## config.mk

```make
export PLATFORM = sky130hd
export DESIGN_NAME = hbs_queue
export DESIGN_NICKNAME = d
export VERILOG_FILES = /design/src/sv/hbs_pkg.sv /design/src/sv/hbs_queue.sv
export SDC_FILE = /design/constraint.sdc
export NUM_CORES = 1
export LEC_CHECK = 0
export BUFFER_PORTS_ARGS = -buffer_cell sky130_fd_sc_hd__buf_2
export CAP_MARGIN = 25
export CORE_MARGIN = 2
export CORE_UTILIZATION = 50
export DETAILED_ROUTE_END_ITERATION = 12
export GPL_TIMING_DRIVEN = 1
export PLACE_DENSITY = 0.82
export SLEW_MARGIN = 30
export SYNTH_ARGS = -nofsm -noshare
export SYNTH_HDL_FRONTEND = slang
export SYNTH_SLANG_ARGS = --single-unit
```

## constraint.sdc

```tcl
create_clock -name clk -period 4.75 [get_ports clk]
set_clock_uncertainty 0.1 [all_clocks]
set_input_delay 0.475 -clock clk [delete_from_list [all_inputs] [get_ports clk]]
set_output_delay 0.475 -clock clk [all_outputs]
set_load 0.02 [all_outputs]
```

## src/sv/hbs_pkg.sv

```systemverilog
// ----------------------------------------------------------------------------
// hbs_pkg: shared types and constants of the heightfield sampler
// Field widths, item kinds, register indexes and the queue entry layout.
// ----------------------------------------------------------------------------
`default_nettype none

package hbs_pkg;

  localparam int FX_W   = 32;   // Q16.16 words
  localparam int SIZE_W = 31;   // chunk_size register
  localparam int RES_W  = 7;    // grid_resolution register
  localparam int TILE_W = 16;   // tile chunk coordinates
  localparam int IDX_W  = 6;    // grid_col / grid_row input fields
  localparam int LX_W   = 31;   // local offset inside the tile
  localparam int M_W    = LX_W + RES_W;  // local offset times (res - 1)
  localparam int CQ_W   = 16;   // chunk divider quotient bits
  localparam int GQ_W   = 16 + RES_W;    // grid divider quotient bits
  localparam int CX_W   = 18;   // signed chunk index

  localparam logic [FX_W-1:0] ONE_FX = 32'h0001_0000;

  // item kinds after classification
  localparam logic [1:0] KIND_WR   = 2'd0;
  localparam logic [1:0] KIND_MISS = 2'd1;
  localparam logic [1:0] KIND_HIT  = 2'd2;

  // configuration register indexes
  localparam int CFG_AW = 3;
  localparam logic [CFG_AW-1:0] CFG_CHUNK_SIZE = 3'd0;
  localparam logic [CFG_AW-1:0] CFG_GRID_RES   = 3'd1;
  localparam logic [CFG_AW-1:0] CFG_TILE_X     = 3'd2;
  localparam logic [CFG_AW-1:0] CFG_TILE_Z     = 3'd3;
  localparam logic [CFG_AW-1:0] CFG_PRESENT    = 3'd4;

  localparam int QDEPTH = 4;
  localparam int QAW    = 2;

  typedef struct packed {
    logic [1:0]       kind;
    logic [IDX_W-1:0] col;
    logic [IDX_W-1:0] row;
    logic [FX_W-1:0]  height;
    logic [LX_W-1:0]  lx;
    logic [LX_W-1:0]  lz;
  } qent_t;

endpackage

`default_nettype wire

```

## src/sv/hbs_queue.sv

```systemverilog
// ----------------------------------------------------------------------------
// hbs_queue: short queue between classification and sampling
// Register FIFO; the front stalls on full, the back drains at its own pace.
// ----------------------------------------------------------------------------
`default_nettype none

module hbs_queue (
  input  wire logic           clk,
  input  wire logic           rst_n,
  input  wire logic           push,
  input  wire hbs_pkg::qent_t push_ent,
  input  wire logic           pop,
  output logic                full,
  output logic                empty,
  output hbs_pkg::qent_t      head
);

  hbs_pkg::qent_t             mem_r [hbs_pkg::QDEPTH];
  logic [hbs_pkg::QAW-1:0]    wp_r;
  logic [hbs_pkg::QAW-1:0]    rp_r;
  logic [hbs_pkg::QAW:0]      cnt_r;
  logic [hbs_pkg::QAW:0]      cnt_nxt;

  assign full  = (cnt_r == (hbs_pkg::QAW+1)'(hbs_pkg::QDEPTH));
  assign empty = (cnt_r == '0);
  assign head  = mem_r[rp_r];

  always_comb begin
    cnt_nxt = cnt_r;
    if (push && !pop) begin
      cnt_nxt = cnt_r + 1'b1;
    end else if (pop && !push) begin
      cnt_nxt = cnt_r - 1'b1;
    end
  end

  always_ff @(posedge clk) begin
    if (!rst_n) begin
      wp_r  <= '0;
      rp_r  <= '0;
      cnt_r <= '0;
    end else begin
      if (push) begin
        wp_r <= wp_r + 1'b1;
      end
      if (pop) begin
        rp_r <= rp_r + 1'b1;
      end
      cnt_r <= cnt_nxt;
    end
  end

  always_ff @(posedge clk) begin
    if (push) begin
      mem_r[wp_r] <= push_ent;
    end
  end

  a_no_overflow: assert property (@(posedge clk) disable iff (!rst_n) !(push && full))
    else $error("push into full queue");
  a_no_underflow: assert property (@(posedge clk) disable iff (!rst_n) !(pop && empty))
    else $error("pop from empty queue");

endmodule

`default_nettype wire

```

==> results_dict.tcl <==
set metrics [dict create \
    status "finished clean" \
    first_global_vias 7660 \
    setup_tns_ns 0 \
    crit_cells 3 \
    cts-root-buf "clkbuf_16" \
    finalMaxSlewViolations 0 \
    fmax_ghz 0.319 \
    yosysUniqueCellTypes 21 \
    p_leak_nw 6.32 \
    path_buf_inv 2 \
    initial_utilization 0.507 \
    post_cts_resized 0 \
    path_clk_slew_ns 0.06 \
    period_minus_slack_ns 3.13 \
    ant_nets 0 \
    cp_top_family "flip-flops" \
    holdPathStages 1 \
    min_period_over_period 0.659 \
    die_w_um 183 \
    cap_violations 0 \
    syn2layout_area_growth_pct 18.2 \
    ys_seq_area_frac 0.823 \
    rr_startpoint "wp_r[0]" \
    total_power_w 0.00845 \
    final-hold-violation-count 0 \
    synth_warnings 0 \
    cpPeakStageDelay_ns 0.86 \
    cp.required_ns 4.18 \
    vias 7138 \
    rsz0062_at_grt "no" \
    synth_area_sq_mm 0.0160 \
    crit_path_end_kind "output port" \
    core_sq_mm 0.0316 \
    slew-limit-headroom 0.399 \
    grt_use_total 0.173 \
    clock_path_buffers 3 \
    clkLatencyLatePin_ns 0.52 \
    grt_max_degree 78 \
    hold_path.startpoint "push_ent[14]" \
    syn_inst 607 \
    cp_cell_sequence "buf_12, mux4_2, buf_2" \
    start_kind "register" \
    fin_nets 977 \
    drive_above_1_share 0.449 \
    worst_ep_arrival_time_ns 2.56 \
    pin_count 222 \
    layout_common_cells "432 x edfxtp_1, 221 x buf_2, 108 x mux4_2, 45 x clkbuf_16, 12 x clkinv_1" \
    worst_hold_slack_ns 0.0676 \
    portBuffers 221 \
    routed_wirelength_mm 28.9 \
    power_per_cell_area_mw_per_mm2 447 \
    cts_setup_buffers 0 \
    h-tree-depth 2 \
    ctsHoldBuffers 0 \
    numCtsBuffers 43 \
    grt_overflow 0 \
    cts_tree "done" \
    drtIter0Drc 625 \
    peakVddDrop_uv 351 \
    synth.avg_cell_area_sq_um 26.3 \
    row_count 65 \
    wl_per_cell_um 22.3 \
    fp.dieH_um 183 \
    dr.pass1.iters 4 \
    dpl.hpwl_mm 16.9 \
    critPathMaxFanout 37 \
    layout_commonest_cell "edfxtp_1" \
    hold_class "input port to register" \
    final_core_util 0.599 \
    via_per_inst 5.51 \
    antenna_found_initial 8 \
    r2r.worst_path.cells 4 \
    setup_ws_ns 1.62 \
    synth.net_count 725 \
    grt_first_pass_wirelength_mm 43.4 \
    crit_slowest_cell "dfxtp_4" \
    dp_slack_ns 2.07 \
    path_class "register to output port" \
    synth-seq-cells 441 \
    worst_pin_slew_ns 0.902 \
    setup_violations 0 \
    post-route-drc-count 0 \
    dieArea_sq_mm 0.0334 \
    place_congestion 0.710 \
    cts.sinks 441 \
]
## per-layer routing
layer	global-route usage	wire length [um]	up-vias
met3	0.0500	2280	54
met1	0.220	11300	3702
met4	0.0509	625	4
li1	-	-	3132
met5	0	34	-
met2	0.293	14600	246
## cell usage after synthesis (all sizes together)
cell    instances  area [sq um]
edfxtp        432         13000
mux4          108          2430
buf            16           109
and2            9          56.3
dfxtp           9           180
clkbuf          8          30.0
ha              5          62.6
inv             4          15.0
xor2            3          26.3
mux2i           2          20.0
nor2b           2          12.5
xnor2           2          17.5
a21boi          1          7.51
fa              1          20.0
nand2           1          3.75
nor3            1          5.00
nor3b           1          7.51
o21ai           1          5.00
or3             1          6.26
## power breakdown
group	switching, W	leakage [nW]	total, W	internal, W
sequential	0.0000726	4.04	0.00454	0.00447
combinational	0.000518	1.67	0.000889	0.000371
clock	0.00130	0.610	0.00302	0.00171
## worst paths after layout
kind,end,slack (ns)
setup / recovery,head[78],1.62
hold / removal,mem_r[3][14],0.07
setup reg to reg,mem_r[0][48],2.42
hold reg to reg,cnt_r[2],0.41
## final cells by class
class	count	area, sq um
Antenna cell	5	12.5
Clock buffer	53	1160
Clock inverter	21	95.1
Fill cell	2214	12700
Inverter	4	15.0
Multi-Input combinational cell	138	2690
Sequential cell	441	13200
Tap cell	402	503
Timing Repair Buffer	231	1260
## sequential cells by signal, summed over array words and instances (netlist names), named ones only
name / cells
cnt_r: 3
mem_r: 432
rp_r: 2
wp_r: 2
## worst reg2reg max path: stages (launching register included)
cell and delay [ns]:
dfxtp_1 0.34, inv_1 0.09, ha_1 0.15, and2_4 0.74, buf_4 0.54
## per-stage QoR
| stage | cell area [sq um] | instances |
|---|---|---|
| floorplan | 16000 | 607 |
| global placement | 17600 | 1215 |
| detailed placement | 17600 | 1216 |
| CTS | 18900 | 1290 |
| global route | 18900 | 1292 |
| finish | 18900 | 1295 |
## logic make-up after synthesis
family | synth area share
flops | 0.823
mux | 0.153
simple gates | 0.00571
buf+inv | 0.00962
xor+xnor | 0.00274
compound gates | 0.000782
fa+ha+maj | 0.00516
Power figures use the tool's default switching activity.
